`src/rtl/fcp_pkg.sv`:
```
// shared types, constants and helper functions of the fan curve pwm controller
// no dependencies; imported by every module of the block
`default_nettype none

package fcp_pkg;

    // field widths
    localparam int PCT_W  = 7;
    localparam int TEMP_W = 16;

    // duty resolution
    localparam int DUTY_BITS = 10;
    localparam int DUTY_FULL = (1 << DUTY_BITS) - 1;
    localparam logic [DUTY_BITS-1:0] DUTY_FULL_V = DUTY_BITS'(DUTY_FULL);

    // percent limits
    localparam logic [PCT_W-1:0] PCT_FULL       = 7'd100;
    localparam logic [PCT_W-1:0] FIRING_MIN_PCT = 7'd60;

    // interpolation datapath widths
    localparam int SPAN_W = TEMP_W;
    localparam int DVS_W  = SPAN_W + 1;
    localparam int PROD_W = SPAN_W + PCT_W;
    localparam int NUM_W  = PROD_W + 1;
    localparam int QUOT_W = PCT_W;

    // divider split over pipeline stages
    localparam int DIV_STEPS_PER_STAGE = 2;
    localparam int DIV_STAGES = (QUOT_W + DIV_STEPS_PER_STAGE - 1) / DIV_STEPS_PER_STAGE;

    // duty = pct*DUTY_A + floor(pct*DUTY_B/100)
    localparam int PA_W = DUTY_BITS + PCT_W;
    localparam logic [DUTY_BITS-1:0] DUTY_A_V = DUTY_BITS'(DUTY_FULL / 100);
    localparam logic [PCT_W-1:0] DUTY_B_V = PCT_W'(DUTY_FULL % 100);
    localparam int Y_W = 2 * PCT_W;

    // floor(y/100) as (y*5243)>>19, exact for y below 43699
    localparam int RECIP_W = 13;
    localparam logic [RECIP_W-1:0] RECIP_100 = 13'd5243;
    localparam int RECIP_SHIFT = 19;
    localparam int QP_W = Y_W + RECIP_W;

    // register map
    typedef enum logic [2:0] {
        REG_MANUAL_MODE     = 3'd0,
        REG_MANUAL_POWER    = 3'd1,
        REG_AUTO_ENABLE     = 3'd2,
        REG_TEMP_LOW        = 3'd3,
        REG_TEMP_HIGH       = 3'd4,
        REG_POWER_LOW       = 3'd5,
        REG_POWER_HIGH      = 3'd6,
        REG_OUTPUT_INVERTED = 3'd7
    } reg_idx_t;

    typedef struct packed {
        logic                     manual_mode;
        logic [PCT_W-1:0]         manual_power;
        logic                     auto_enable;
        logic signed [TEMP_W-1:0] temp_low;
        logic signed [TEMP_W-1:0] temp_high;
        logic [PCT_W-1:0]         power_low;
        logic [PCT_W-1:0]         power_high;
        logic                     output_inverted;
    } cfg_t;

    localparam cfg_t CFG_RESET = '{
        manual_mode:     1'b0,
        manual_power:    7'd0,
        auto_enable:     1'b1,
        temp_low:        16'sd720,
        temp_high:       16'sd4480,
        power_low:       7'd0,
        power_high:      7'd100,
        output_inverted: 1'b0
    };

    // what travels beside the division
    typedef struct packed {
        logic [PCT_W-1:0] base;
        logic             interp;
        logic             min_en;
    } side_t;

    typedef struct packed {
        logic [NUM_W-1:0] num;
        logic [DVS_W-1:0] dvs;
        side_t            side;
    } div_in_t;

    typedef struct packed {
        logic [NUM_W-1:0]  rem;
        logic [DVS_W-1:0]  dvs;
        logic [QUOT_W-1:0] quot;
        side_t             side;
    } div_work_t;

    typedef struct packed {
        logic [QUOT_W-1:0] quot;
        side_t             side;
    } div_res_t;

    // low seven bits, saturated at full power
    function automatic logic [PCT_W-1:0] sat_percent(logic [31:0] v);
        return (v[PCT_W-1:0] > PCT_FULL) ? PCT_FULL : v[PCT_W-1:0];
    endfunction

    // one restoring division step for quotient bit k
    function automatic div_work_t div_step(div_work_t w, int k);
        logic [NUM_W-1:0] sh;
        div_work_t        r;
        r = w;
        if (k >= 0)
        begin
            sh = NUM_W'(w.dvs) << k;
            if (w.rem >= sh)
            begin
                r.rem  = w.rem - sh;
                r.quot = w.quot | (QUOT_W'(1) << k);
            end
        end
        return r;
    endfunction

endpackage

`default_nettype wire

```
`src/rtl/fcp_front.sv`:
```
// front end: curve decode stage and numerator product stage
// depends on fcp_pkg; feeds the pipelined divider
`default_nettype none

module fcp_front import fcp_pkg::*;
(
    input  wire logic                     clk,
    input  wire logic                     rst_n,
    input  wire cfg_t                     cfg,
    input  wire logic                     sample_valid,
    output logic                          sample_ready,
    input  wire logic signed [TEMP_W-1:0] temperature,
    input  wire logic                     firing,
    output logic                          work_valid,
    input  wire logic                     work_ready,
    output div_in_t                       work
);

    logic                     a_valid_reg;
    logic [SPAN_W-1:0]        off_reg;
    logic [SPAN_W-1:0]        span_reg;
    logic [PCT_W-1:0]         diff_reg;
    side_t                    side_reg;
    logic                     b_valid_reg;
    div_in_t                  work_reg;

    logic                     en_a;
    logic                     en_b;
    logic signed [TEMP_W-1:0] t_lo;
    logic signed [TEMP_W-1:0] t_hi;
    logic [PCT_W-1:0]         hi_p;
    logic [TEMP_W:0]          off_wide;
    logic [TEMP_W:0]          span_wide;
    side_t                    side_next;
    logic [PROD_W-1:0]        prod;

    // stall chain
    assign en_b         = !b_valid_reg || work_ready;
    assign en_a         = !a_valid_reg || en_b;
    assign sample_ready = en_a;

    // curve decode
    always_comb
    begin
        t_lo      = cfg.temp_low;
        t_hi      = cfg.temp_high;
        hi_p      = (cfg.power_high < cfg.power_low) ? cfg.power_low : cfg.power_high;
        off_wide  = {temperature[TEMP_W-1], temperature} - {t_lo[TEMP_W-1], t_lo};
        span_wide = {t_hi[TEMP_W-1], t_hi} - {t_lo[TEMP_W-1], t_lo};
        side_next.min_en = firing && !cfg.manual_mode;
        side_next.interp = 1'b0;
        priority if (cfg.manual_mode)
            side_next.base = cfg.manual_power;
        else if (!cfg.auto_enable)
            side_next.base = '0;
        else if (t_hi <= t_lo)
            side_next.base = hi_p;
        else if (temperature <= t_lo)
            side_next.base = cfg.power_low;
        else if (temperature >= t_hi)
            side_next.base = hi_p;
        else
        begin
            side_next.base   = cfg.power_low;
            side_next.interp = 1'b1;
        end
    end

    // numerator 2*off*diff + span, divisor 2*span
    assign prod = PROD_W'(off_reg) * PROD_W'(diff_reg);

    always_ff @(posedge clk or negedge rst_n)
    begin
        if (!rst_n)
        begin
            a_valid_reg <= 1'b0;
            b_valid_reg <= 1'b0;
        end
        else
        begin
            if (en_a)
                a_valid_reg <= sample_valid;
            if (en_b)
                b_valid_reg <= a_valid_reg;
        end
    end

    // payload stages
    always_ff @(posedge clk)
    begin
        if (en_a && sample_valid)
        begin
            off_reg  <= off_wide[SPAN_W-1:0];
            span_reg <= span_wide[SPAN_W-1:0];
            diff_reg <= hi_p - cfg.power_low;
            side_reg <= side_next;
        end
        if (en_b && a_valid_reg)
        begin
            work_reg.num  <= {prod, 1'b0} + NUM_W'(span_reg);
            work_reg.dvs  <= {span_reg, 1'b0};
            work_reg.side <= side_reg;
        end
    end

    assign work_valid = b_valid_reg;
    assign work       = work_reg;

endmodule

`default_nettype wire

```
`config.mk`:
```
export PLATFORM = sky130hd
export DESIGN_NAME = fcp_front
export DESIGN_NICKNAME = d
export VERILOG_FILES = /design/src/rtl/fcp_pkg.sv /design/src/rtl/fcp_front.sv
export SDC_FILE = /design/constraint.sdc
export NUM_CORES = 1
export LEC_CHECK = 0
export ABC_AREA = 1
export BUFFER_PORTS_ARGS = -buffer_cell sky130_fd_sc_hd__buf_2
export CORE_MARGIN = 2
export CORE_UTILIZATION = 30
export DETAILED_ROUTE_END_ITERATION = 10
export PLACE_DENSITY_LB_ADDON = 0.05
export SLEW_MARGIN = 15
export SYNTH_ARGS = -nofsm -noshare
export SYNTH_HDL_FRONTEND = slang
export SYNTH_SLANG_ARGS = --single-unit
```
`constraint.sdc`:
```
create_clock -name clk -period 14.25 [get_ports clk]
set_input_delay 0.7125 -clock clk [delete_from_list [all_inputs] [get_ports clk]]
set_output_delay 0.7125 -clock clk [all_outputs]
set_load 0.02 [all_outputs]
```
After elaboration in Yosys (flattened, before gate mapping)
Cells that the tools add are included.
{ "word_totals": {"register_bits": 99, "input_bits": 77, "out_inout_bits": 52, "word_cells": 39} }
{ "op_classes": {"addsub": 4, "n_mul": 1, "n_lt_le_gt_ge": 4, "mux": 7, "bitwise": 1, "n_reduce_logical": 9} }
{ "op_table": {"columns": ["cell", "n"], "rows": [
  ["2-to-1 mux 7 bit", 6],
  ["less-or-equal comparator 16 bit", 2],
  ["subtractor 16 bit", 2],
  ["adder 24 x 16 -> 24 bit", 1],
  ["multiplier 16 x 7 -> 23 bit", 1],
  ["greater-or-equal comparator 16 bit", 1],
  ["less-than comparator 7 bit", 1],
  ["subtractor 7 bit", 1],
  ["OR reduction 4 bit", 1],
  ["logical AND 1 bit", 3],
  ["logical NOT 1 bit", 3],
  ["logical OR 1 bit", 2],
  ["2-to-1 mux 1 bit", 1],
  ["NOT 1 bit", 1]
]} }

Longest topological paths before layout
Gate-level depths: netlist (run 1).
{ "logic_depth": {"ltp_word": 7, "ltp_mapped": 32, "ltp_nobuf": 29} }

Worst setup path before layout (run 1)
Ideal clock, no wire load.
{ "synth_timing": {"kind": "reg-to-reg", "start": "register diff_reg[1]", "end": "register work_reg (netlist bit work[46]), data pin", "setup_time_ps": 259, "t_arrival_ps": 5227, "required_ps": 13991, "slack_ps": 8764, "stages_incl_launch_ff": 30, "n_path_buf": 3, "synth_period_minus_slack_ps": 5486, "cell_sequence": "edfxtp_1 > clkbuf_1 > clkbuf_1 > nand2_1 > inv_1 > fa_1 > inv_1 > fa_1 > inv_1 > fa_1 > inv_1 > fa_1 > inv_1 > ha_1 > nand2_2 > inv_1 > nand2_1 > nand2_1 > nand2_1 > nand2_1 > a21oi_1 > xnor2_1 > ha_1 > clkbuf_1 > a21o_1 > a221oi_1 > nand3_1 > nand2_2 > nor2_4 > xor2_1"} }
{ "synth_between": {"elab_chain_len": 2} }
{ "synth_lines": {"columns": ["element", "line", "source"], "rows": [
  ["start, declared", "fcp_front.sv:22", "logic [PCT_W-1:0] diff_reg;"],
  ["start signal, assigned", "fcp_front.sv:95", "diff_reg <= hi_p - cfg.power_low;"],
  ["multiplier 16 x 7 -> 23 bit", "fcp_front.sv:70", "assign prod = PROD_W'(off_reg) * PROD_W'(diff_reg);"],
  ["adder 24 x 16 -> 24 bit", "fcp_front.sv:100", "work_reg.num <= {prod, 1'b0} + NUM_W'(span_reg);"],
  ["end, declared", "fcp_front.sv:25", "div_in_t work_reg;"]
]} }
Every way passes these cells.
A chain may end at the register's enable or synchronous reset.

Worst setup path after layout (run 1)
{ "layout_timing": {"start": "register diff_reg[1]", "end": "register work_reg (netlist bit work[49]), data pin"} }
Same word-level chain as after synthesis.

==> summary.md, run 1 <==
| Metric | Value |
|---|---|
| Vias | between 8,000 and 9,000 |
| Clock sinks | between 90 and 100 |
| CTS tree | done |
| Fin. Hold Viols | 0 |
| Final period utilization | 0.4101 |
| Clock slew at reported path FFs | around 80 ps |
| Fmax | 171.1 MHz |
| RD Place Congestion | roughly 0.9 |
| Synth Register Bits | just under 100 |
| Leading area contributor after synthesis | edfxtp_1 |
| Nets | 1,747 |
| # Post-CTS Setup Buffers | 0 |
| Largest net degree at the start of global routing | 49 |
| R2R depth | 26 |
| Area delta synth->final | 13.64% |
| Congestion Overflow GR | 0 |
| Die X | 192.6 µm |
| Filler instances | between 3,000 and 4,000 |
| Initial DRC count | roughly 420 |
| Hold Path Class | input pin to async pin |
| Syn nets | 1,627 |
| Syn Area/Cell | 7.852 µm² |
| Yosys warnings | 0 |
| Total Die Area | ~37,000 µm² |
| Starting Density | 0.3022 |
| Synthesized instance count | around 1,400 |
| Crit path kind | register to register |
| Fin cells | about 1,900 |
| Post-synth top area share | 0.2701 |
| Drt wl/cell | ~15 µm |
| Worst path arrival time | about 6000 ps |
| # rows | 69 |
| Clock tree root driver cell | clkbuf_16 |
| Register area | about 3000 µm² |
| Final setup vio count | 0 |
| Worst skew pair latency | 380 ps |
| Final-report max-slew violation count | 0 |
| Nature of the critical path startpoint | register |
| Post-DP HPWL | 24,040 µm |
| N_diodes | 0 |
| CTS Hold Buffers Added | 0 |
| First-pass GRT wire length | roughly 46,000 µm |
| Vias/cell | approximately 4.4 |
| Post-route DRC | 0 |
| DP Cell Count | about 1,900 |
| Crit path time final | between 5000 and 6000 ps |
| Worst Skew | between 15 and 20 ps |
| GRT Resource Usage Total | 0.1604 |
| Slew headroom | 0.3219 |
| Share of layout cells above drive strength 1 | 0.1186 |
| Count of input and output buffers | roughly 130 |
| Crit Path Max Fanout | 16 |
| Worst setup margin | around 8400 ps |
| Top cells by area, synth | edfxtp_1, ha_1, fa_1, nand2_1, inv_1 |
| Post-Route Utilization | 0.3434 |
| Crit end category | register |
| Max-cap viol count | 0 |
| Fin Setup TNS | 0 ps |
| Distinct cell type count after synthesis | 39 |
| Final WL | ~29,000 µm |
| Seq/Total Area, Yosys | 0.2748 |
| Slew of the pin with the lowest slew margin | 1017 ps |
| PostCTS Resize Cnt | 0 |
| Vias in the first global route | between 8,000 and 9,000 |
| Synthesized cell area | 10,670 µm² |
| Area of the multi-input gates | between 6000 and 7000 µm² |
| Outcome | complete, no violations |
| Die span in y | about 190 µm |
| Max H-tree Level | 3 |
| Worst Path Required | 14,390 ps |
| # IOs | roughly 130 |
| Max FFs per register | 48 |
| Initial antenna violation count | 0 |
| Pre-Repair DR Iteration Count | 5 |
| Core area | 35,310 µm² |
| Pre-CTS setup slack | a little over 8000 ps |
| Antenna viol nets, final | 0 |
| Num CTS Buffers | 9 |
| RSZ-0062 raised after global routing | false |
| Clk buf depth | 2 |
-- Yosys cell counts (all sizes together) --
| library cell | number |
|---|---|
| a31oi | 6 |
| nor3 | 8 |
| o21a | 2 |
| inv | 313 |
| buf | 2 |
| nand3b | 6 |
| a21boi | 1 |
| o2111ai | 1 |
| a21o | 6 |
| xor2 | 42 |
| nand3 | 70 |
| fa | 73 |
| edfxtp | 96 |
| conb | 1 |
| o211ai | 1 |
| and2 | 1 |
| o21ai | 19 |
| nand2 | 394 |
| clkbuf | 16 |
| a21oi | 79 |
| nor4 | 1 |
| dfrtp | 2 |
| nor2 | 61 |
| or2 | 1 |
| a221oi | 1 |
| o31ai | 2 |
| o21bai | 3 |
| nand4 | 12 |
| xnor2 | 21 |
| ha | 118 |
-- worst max-delay path: stages, from the launching register on --
cell	delay (ps)
edfxtp_1	680
nand2_1	140
inv_1	70
fa_1	530
inv_1	60
fa_1	520
inv_1	50
fa_1	470
inv_1	50
fa_1	520
inv_1	40
ha_1	360
nand2_1	90
nor2_1	150
inv_1	70
nor2_1	140
a21oi_1	90
xnor2_1	260
ha_1	300
a21oi_1	200
o21ai_0	140
a21oi_1	130
nand2_1	110
a21oi_1	220
nor2_2	80
nand3b_1	80
nand2_1	50
-- through the flow --
step	instance area, µm²	hold slack, ps
floorplan	10670	400.3
global placement	11820	401.4
detailed placement	11820	405.2
CTS	12130	76.86
global route	12130	74.84
finish	12130	98.68
-- cell type report --
class,count,area share
Tap cell,461,0.04757
Clock buffer,9,0.01857
Timing Repair Buffer,127,0.05262
Sequential cell,98,0.2418
Clock inverter,7,0.006500
Inverter,313,0.09688
Multi-Input combinational cell,930,0.5360
-- logic make-up after synthesis --
kind of cell / Yosys count / synth area share
simple gates: 554 / 0.2183
buf+inv: 331 / 0.1171
fa+ha+maj: 191 / 0.2753
compound gates: 121 / 0.06238
flops: 98 / 0.2748
xor+xnor: 63 / 0.05171
other cells: 1 / 0.0003514
-- worst paths after layout --
path	start	end	slack, ps
min reg2reg	side_reg[0]$_DFFE_PP_	work[0]$_DFFE_PP_	430
max reg2reg	diff_reg[1]$_DFFE_PP_	work[49]$_DFFE_PP_	8410
min	rst_n	a_valid_reg$_DFFE_PN0N_	100
min in group clk	side_reg[0]$_DFFE_PP_	work[0]$_DFFE_PP_	430
max	diff_reg[1]$_DFFE_PP_	work[49]$_DFFE_PP_	8410
max in group asynchronous	rst_n	a_valid_reg$_DFFE_PN0N_	14060
-- cell usage in the layout (no fill, tap or decap), drive strengths merged, types with 3 or more instances in the layout --
cell type  count
edfxtp        96
clkbuf         9
nor3           8
nand2        394
a31oi          6
a21o           6
inv          317
o21bai         3
nand3         70
clkinv         3
nand4         12
fa            73
nand3b         6
a21oi         79
ha           118
o21ai         19
xnor2         21
nor2          61
xor2          42
buf          127
-- metal layers --
| metal | vias up | track usage | part of all wire |
|---|---|---|---|
| li1 | 4477 | - | - |
| met1 | 3976 | 0.2260 | 0.50 |
| met2 | 144 | 0.2560 | 0.45 |
| met3 | 25 | 0.02291 | 0.030 |
| met4 | 0 | 0.04375 | 0.016 |
| met5 | - | 0 | 0 |
Power of run 1 is left out: the tool's default activity adds up to more than one toggle a clock period on the data nets, which glitch-free logic cannot reach.
==> inputs of run 2 (changes only) <==
clock period = 5.8 ns   (was 14.25 ns; I/O delays follow)
==> run 2 against run 1 <==
  * Clock-buffer cell count unchanged
  * Critical path depth down 4
  * Hold slack better by 46 ps
  * Critical path type unchanged
  * Highest routed layer unchanged
==> summary.md, run 2 (synthesis results as in run 1) <==
| Metric | Value |
|---|---|
| # IOs | 129 (unchanged) |
| Worst skew pair latency | 370 ps (about the same) |
| Nature of the critical path startpoint | register |
| Crit path time final | 5526 ps (-318.8 ps) |
| Fmax | 181.0 MHz (+5.8%) |
| Initial DRC count | 406 (-2.2%) |
| Total Die Area | 37,100 µm² (unchanged) |
| N_diodes | 0 (unchanged) |
| Critical path startpoint | diff_reg[2]$_DFFE_PP_ |
| Outcome | complete, no violations |
| Most frequent cells in the layout | nand2_1, inv_1, buf_2, ha_1, edfxtp_1 |
| Slew of the pin with the lowest slew margin | 1020 ps (+2.852 ps) |
| First-pass GRT wire length | 46,230 µm (+1.0%) |
| Final WL | 28,860 µm (+1.2%) |
| Crit Reg-Reg Startpoint | diff_reg[2]$_DFFE_PP_ |
| Vias | 8,756 (+1.6%) |
| Clock tree root driver cell | clkbuf_16 |
| Crit end category | register |
| Origin of the worst min-delay path | sample_valid |
| Core area | 35,310 µm² (unchanged) |
| Worst path arrival time | 5650 ps (-340 ps) |
| Worst Path Required | 5920 ps (-8470 ps) |
| RD Place Congestion | 0.8564 (-2.8%) |
| Starting Density | 0.3022 (unchanged) |
| Filler instances | 3,754 (-1.9%) |
| Post-route DRC | 0 (unchanged) |
| # rows | 69 (unchanged) |
| Pre-Repair DR Iteration Count | 5 (unchanged) |
| Num CTS Buffers | 9 (unchanged) |
| Vias in the first global route | 8,893 (+1.9%) |
| Die X | 192.6 µm (unchanged) |
| Final setup vio count | 0 (unchanged) |
| Max-cap viol count | 0 (unchanged) |
| Largest net degree at the start of global routing | 49 (unchanged) |
| Clock sinks | 98 (unchanged) |
| Area delta synth->final | 18.22% |
| Slew headroom | 0.3200 (-0.001901) |
| Fin. Hold Viols | 0 (unchanged) |
| Clock slew at reported path FFs | 80 ps (about the same) |
| Initial antenna violation count | 0 (unchanged) |
| Count of input and output buffers | 126 (unchanged) |
| Share of layout cells above drive strength 1 | 0.1618 (+0.04316) |
| Max FFs per register | 48 (unchanged) |
| Hold Path Class | input pin to register |
| CTS tree | done |
| Post-DP HPWL | 24,510 µm (+2.0%) |
| Crit path kind | register to register |
| Final period utilization | 0.9527 (+0.5426) |
| Die span in y | 192.6 µm (unchanged) |
| Antenna viol nets, final | 0 (unchanged) |
| Nets | 1,790 (+2.5%) |
| Drt wl/cell | 14.52 µm (-0.95%) |
| Vias/cell | 4.404 (-0.64%) |
| Fin cells | 1,988 (+2.2%) |
| Max H-tree Level | 3 (unchanged) |
| Congestion Overflow GR | 0 (unchanged) |
| Clk buf depth | 2 (unchanged) |
| GRT Resource Usage Total | 0.1614 (+0.001059) |
| Crit Path Max Fanout | 7 (-9) |
| Worst Skew | 15.10 ps (-0.4919 ps) |
| Final-report max-slew violation count | 0 (unchanged) |
| DP Cell Count | 1,959 (+1.6%) |
| Commonest non-fill, non-tap cell in the layout | nand2_1 |
==> run 2: worst max-delay path: stages (launching register included) <==
cell and delay, ps:
edfxtp_1 470, buf_4 210, nand2_1 60, inv_1 60, fa_1 490, fa_1 520, fa_1 490, inv_1 50
fa_1 470, inv_1 40, ha_2 370, nand2_1 120, inv_2 90, nand2_2 80, nor3_2 140, a21oi_1 110
xnor2_1 250, ha_2 340, a21o_1 190, a221oi_2 270, nand3_2 170, buf_4 170, xor2_1 130
==> run 2: layer usage <==
layer	vias up	track usage	wire length [µm]
met5	-	0	0
met4	0	0.04316	431
met3	19	0.02400	852
met2	140	0.2618	13300
met1	4030	0.2238	14270
li1	4567	-	-
==> run 2: cell type report <==
cell class / count / area [µm²] / share of cell area
multi-input combinational: 930 / 6643 / 0.5265
clock inverter: 7 / 92.59 / 0.007339
clock buffer: 9 / 225.2 / 0.01785
inverter: 313 / 1175 / 0.09313
tap: 461 / 576.8 / 0.04572
timing repair buffer: 170 / 970.9 / 0.07696
sequential: 98 / 2933 / 0.2325
==> run 2: final timing paths <==
path,end,depth (start not counted),slack (ps)
setup reg to reg,work[42]$_DFFE_PP_,22,270
max in group asynchronous,a_valid_reg$_DFFE_PN0N_,2,5480
min in group asynchronous,work_valid$_DFFE_PN0P_,2,230
hold reg to reg,work[3]$_DFFE_PP_,0,430
hold / removal,a_valid_reg$_DFFE_PN0N_,3,140
setup / recovery,work[42]$_DFFE_PP_,22,270
==> run 2: what timing repair did <==
action / 4_1_cts / 5_1_grt
gates resized for setup: 0 / 38
setup endpoints to repair: 0 / 10
hold endpoints to repair: 2 / 0
buffers inserted: 0 / 12
hold buffers: 1 / 0
==> run 2: stage by stage <==
step	TNS [ps]	util	cell area [µm²]	worst slack [ps]	hold slack [ps]
global route	-39.89	0.3573	12620	-25.74	145.6
finish	0	0.3573	12620	274.3	144.4
CTS	0	0.3505	12380	109.0	123.5
detailed placement	0	0.3412	12050	113.2	80.32
global placement	0	0.3412	12050	138.5	79.54
floorplan	0	-	10670	314.2	-5.591
Power of run 2 is left out for the same reason.
==> inputs of run 3 (changes only) <==
CAP_MARGIN = 10   (was not set)
clock period = 5 ns   (was 5.8 ns; I/O delays follow)
==> run 3 against run 2 <==
  * The run now ends with setup timing left
  * Register-to-register slack worse by 570 ps
  * Via count is 5.1% higher
  * Hold slack worse by 29 ps
  * Non-clock buffer count is 118 higher
  * Cell area is 11% higher
  * Wire length is 4.8% higher
  * Worst setup slack worse by 570 ps
  * Largest cell class unchanged
==> summary.md, run 3 (synthesis results as in run 1) <==
| Metric | Value |
|---|---|
| Largest net degree at the start of global routing | 49 (unchanged) |
| Max FFs per register | 48 (unchanged) |
| End of the worst hold path | a_valid_reg$_DFFE_PN0N_ |
| Vias in the first global route | 9,237 (+3.9%) |
| Core area | 35,310 µm² (unchanged) |
| Post-place instance area | 12,770 µm² (+6.0%) |
| Fmax | 188.9 MHz (+4.4%) |
| # IOs | 129 (unchanged) |
| Crit end category | register |
| Die X | 192.6 µm (unchanged) |
| Origin of the worst min-delay path | sample_valid |
| Share of layout cells above drive strength 1 | 0.2723 (+0.1106) |
| Vias | 9,202 (+5.1%) |
| Clock slew at reported path FFs | 70 ps (about the same) |
| Crit Path Max Fanout | 5 (-2) |
| Post-route DRC | 0 (unchanged) |
| M3 GR Usage | 0.02564 (+0.001637) |
| Final WL | 30,250 µm (+4.8%) |
| Clk buf depth | 2 (unchanged) |
| RD Place Congestion | 0.9223 (+7.7%) |
| Area delta synth->final | 31.07% |
| Final period utilization | 1.059 (+0.1059) |
| Congestion Overflow GR | 0 (unchanged) |
| Met2 Use GR | 0.2805 (+0.01875) |
| Worst r2r dst | work[42]$_DFFE_PP_ |
| Fin. Hold Viols | 0 (unchanged) |
| Max-cap viol count | 0 (unchanged) |
| Initial antenna violation count | 1 (+1) |
| Total Die Area | 37,100 µm² (unchanged) |
| Clock tree root driver cell | clkbuf_16 |
| Worst skew pair latency | 370 ps (about the same) |
| Slew of the pin with the lowest slew margin | 1040 ps (+20.29 ps) |
| R2R depth | 26 (+18%) |
| CTS tree | done |
| Outcome | finished with violations |
| Count of input and output buffers | 126 (unchanged) |
| WHS Path Cells | 3 (unchanged) |
| RSZ-0062 raised after global routing | true |
| Violated checks | setup timing |
| Antenna viol nets, final | 0 (unchanged) |
| Commonest non-fill, non-tap cell in the layout | nand2_1 |
| Final setup vio count | 10 (+10) |
| Vias/cell | 4.367 (-0.84%) |
| Worst path arrival time | 5410 ps (-240 ps) |
| Post-route cell area | 13,990 µm² (+11%) |
| Post-DP HPWL | 25,600 µm (+4.4%) |
| Fin Setup TNS | -2090 ps (-2090 ps) |
| Pre-Repair DR Iteration Count | 5 (unchanged) |
| Num CTS Buffers | 9 (unchanged) |
| Max H-tree Level | 3 (unchanged) |
| Met1 usage | 0.2282 (+0.004373) |
| Most frequent cells in the layout | nand2_1, inv_1, buf_4, buf_2, ha_1 |
| Starting Density | 0.3022 (unchanged) |
| Worst Skew | 8.700 ps (-6.395 ps) |
| Worst Path Required | 5120 ps (-800 ps) |
| Slew headroom | 0.3064 (-0.01353) |
| Nature of the critical path startpoint | register |
| Hold Path Class | input pin to register |
| Pre-CTS setup slack | -479.9 ps (-593.1 ps) |
| Crit Reg-Reg Startpoint | off_reg[5]$_DFFE_PP_ |
| Flop-to-flop setup slack | -290 ps (-570 ps) |
| Crit path kind | register to register |
| Worst setup margin | -293.1 ps (-567.4 ps) |
| First-pass GRT wire length | 48,050 µm (+3.9%) |
| Final-report max-slew violation count | 0 (unchanged) |
| Initial DRC count | 304 (-25%) |
| Clock sinks | 98 (unchanged) |
| Die span in y | 192.6 µm (unchanged) |
| # rows | 69 (unchanged) |
| Crit path time final | 5293 ps (-232.6 ps) |
| GRT Resource Usage Total | 0.1681 (+0.006633) |
| GR peak layer | met2 |
| Nets | 1,908 (+6.6%) |
| Drt wl/cell | 14.36 µm (-1.1%) |
-- run 3: cell count changes in the layout (fill, tap and decap cells not counted), sizes merged --
cell,previous run,this run
bufinv,1,0
clkinv,2,3
buf,169,287
diode,0,1
clkinvlp,0,2
inv,317,315
-- run 3: critical path, stage by stage, from the launching register on --
cell and delay, ps:
edfxtp_1 490, buf_6 170, nand2_2 60, inv_2 30, fa_1 470, inv_1 50
fa_1 490, inv_1 50, fa_1 490, inv_2 40, fa_1 510, inv_2 50
ha_4 290, nand2_4 90, inv_2 60, nand2_1 60, nand2_2 80, nand2_2 70
nand2_4 70, a21oi_4 40, xnor2_2 140, ha_1 310, a21o_1 190, a221oi_2 280
nand3_2 170, buf_4 170, xor2_1 130
-- run 3: stage by stage --
stage	utilization	hold WS, ps	instances
4_1_cts	0.3868	95.31	2098
5_1_grt	0.3961	124.9	2106
2_1_floorplan	-	-45.59	1359
3_5_place_dp	0.3618	41.14	2040
3_3_place_gp	0.3618	39.98	2040
6_report	0.3961	115.3	2107
-- run 3: how the worst max path moves through the flow --
stage,from,endpoint,slack (ps),cells after the start
final,off_reg[5]$_DFFE_PP_,work[42]$_DFFE_PP_,-290,26
after global routing,off_reg[5]$_DFFE_PP_,work[42]$_DFFE_PP_,-550,27
after floorplan,diff_reg[2]$_DFFE_PP_,work[46]$_DFFE_PP_,-160,29
after CTS,off_reg[6]$_DFFE_PP_,work[46]$_DFFE_PP_,-250,23
after detailed placement,diff_reg[3]$_DFFE_PP_,work[46]$_DFFE_PP_,-480,23
after global placement,diff_reg[3]$_DFFE_PP_,work[46]$_DFFE_PP_,-500,23
-- run 3: what timing repair did --
| item | in CTS | in global routing |
|---|---|---|
| setup buffers | 41 | 9 |
| pin swaps | 50 | 38 |
| setup endpoints to repair | 15 | 16 |
| resized for setup | 82 | 55 |
| hold buffers | 1 | 0 |
| hold endpoints to repair | 2 | 0 |
-- run 3: metal layers --
metal  share of wire  wire, µm
met5               0         0
met4           0.011       334
met3           0.032       957
met2            0.47     14290
met1            0.48     14670
-- run 3: final cells by class --
cell class	instances	area [µm²]
timing repair buffer	288	1887
tap	461	576.8
inverter	313	1175
sequential	98	2933
fill	3694	21320
clock buffer	9	225.2
clock inverter	7	63.81
multi-input combinational	930	7124
antenna	1	2.502
Power of run 3 is left out for the same reason.
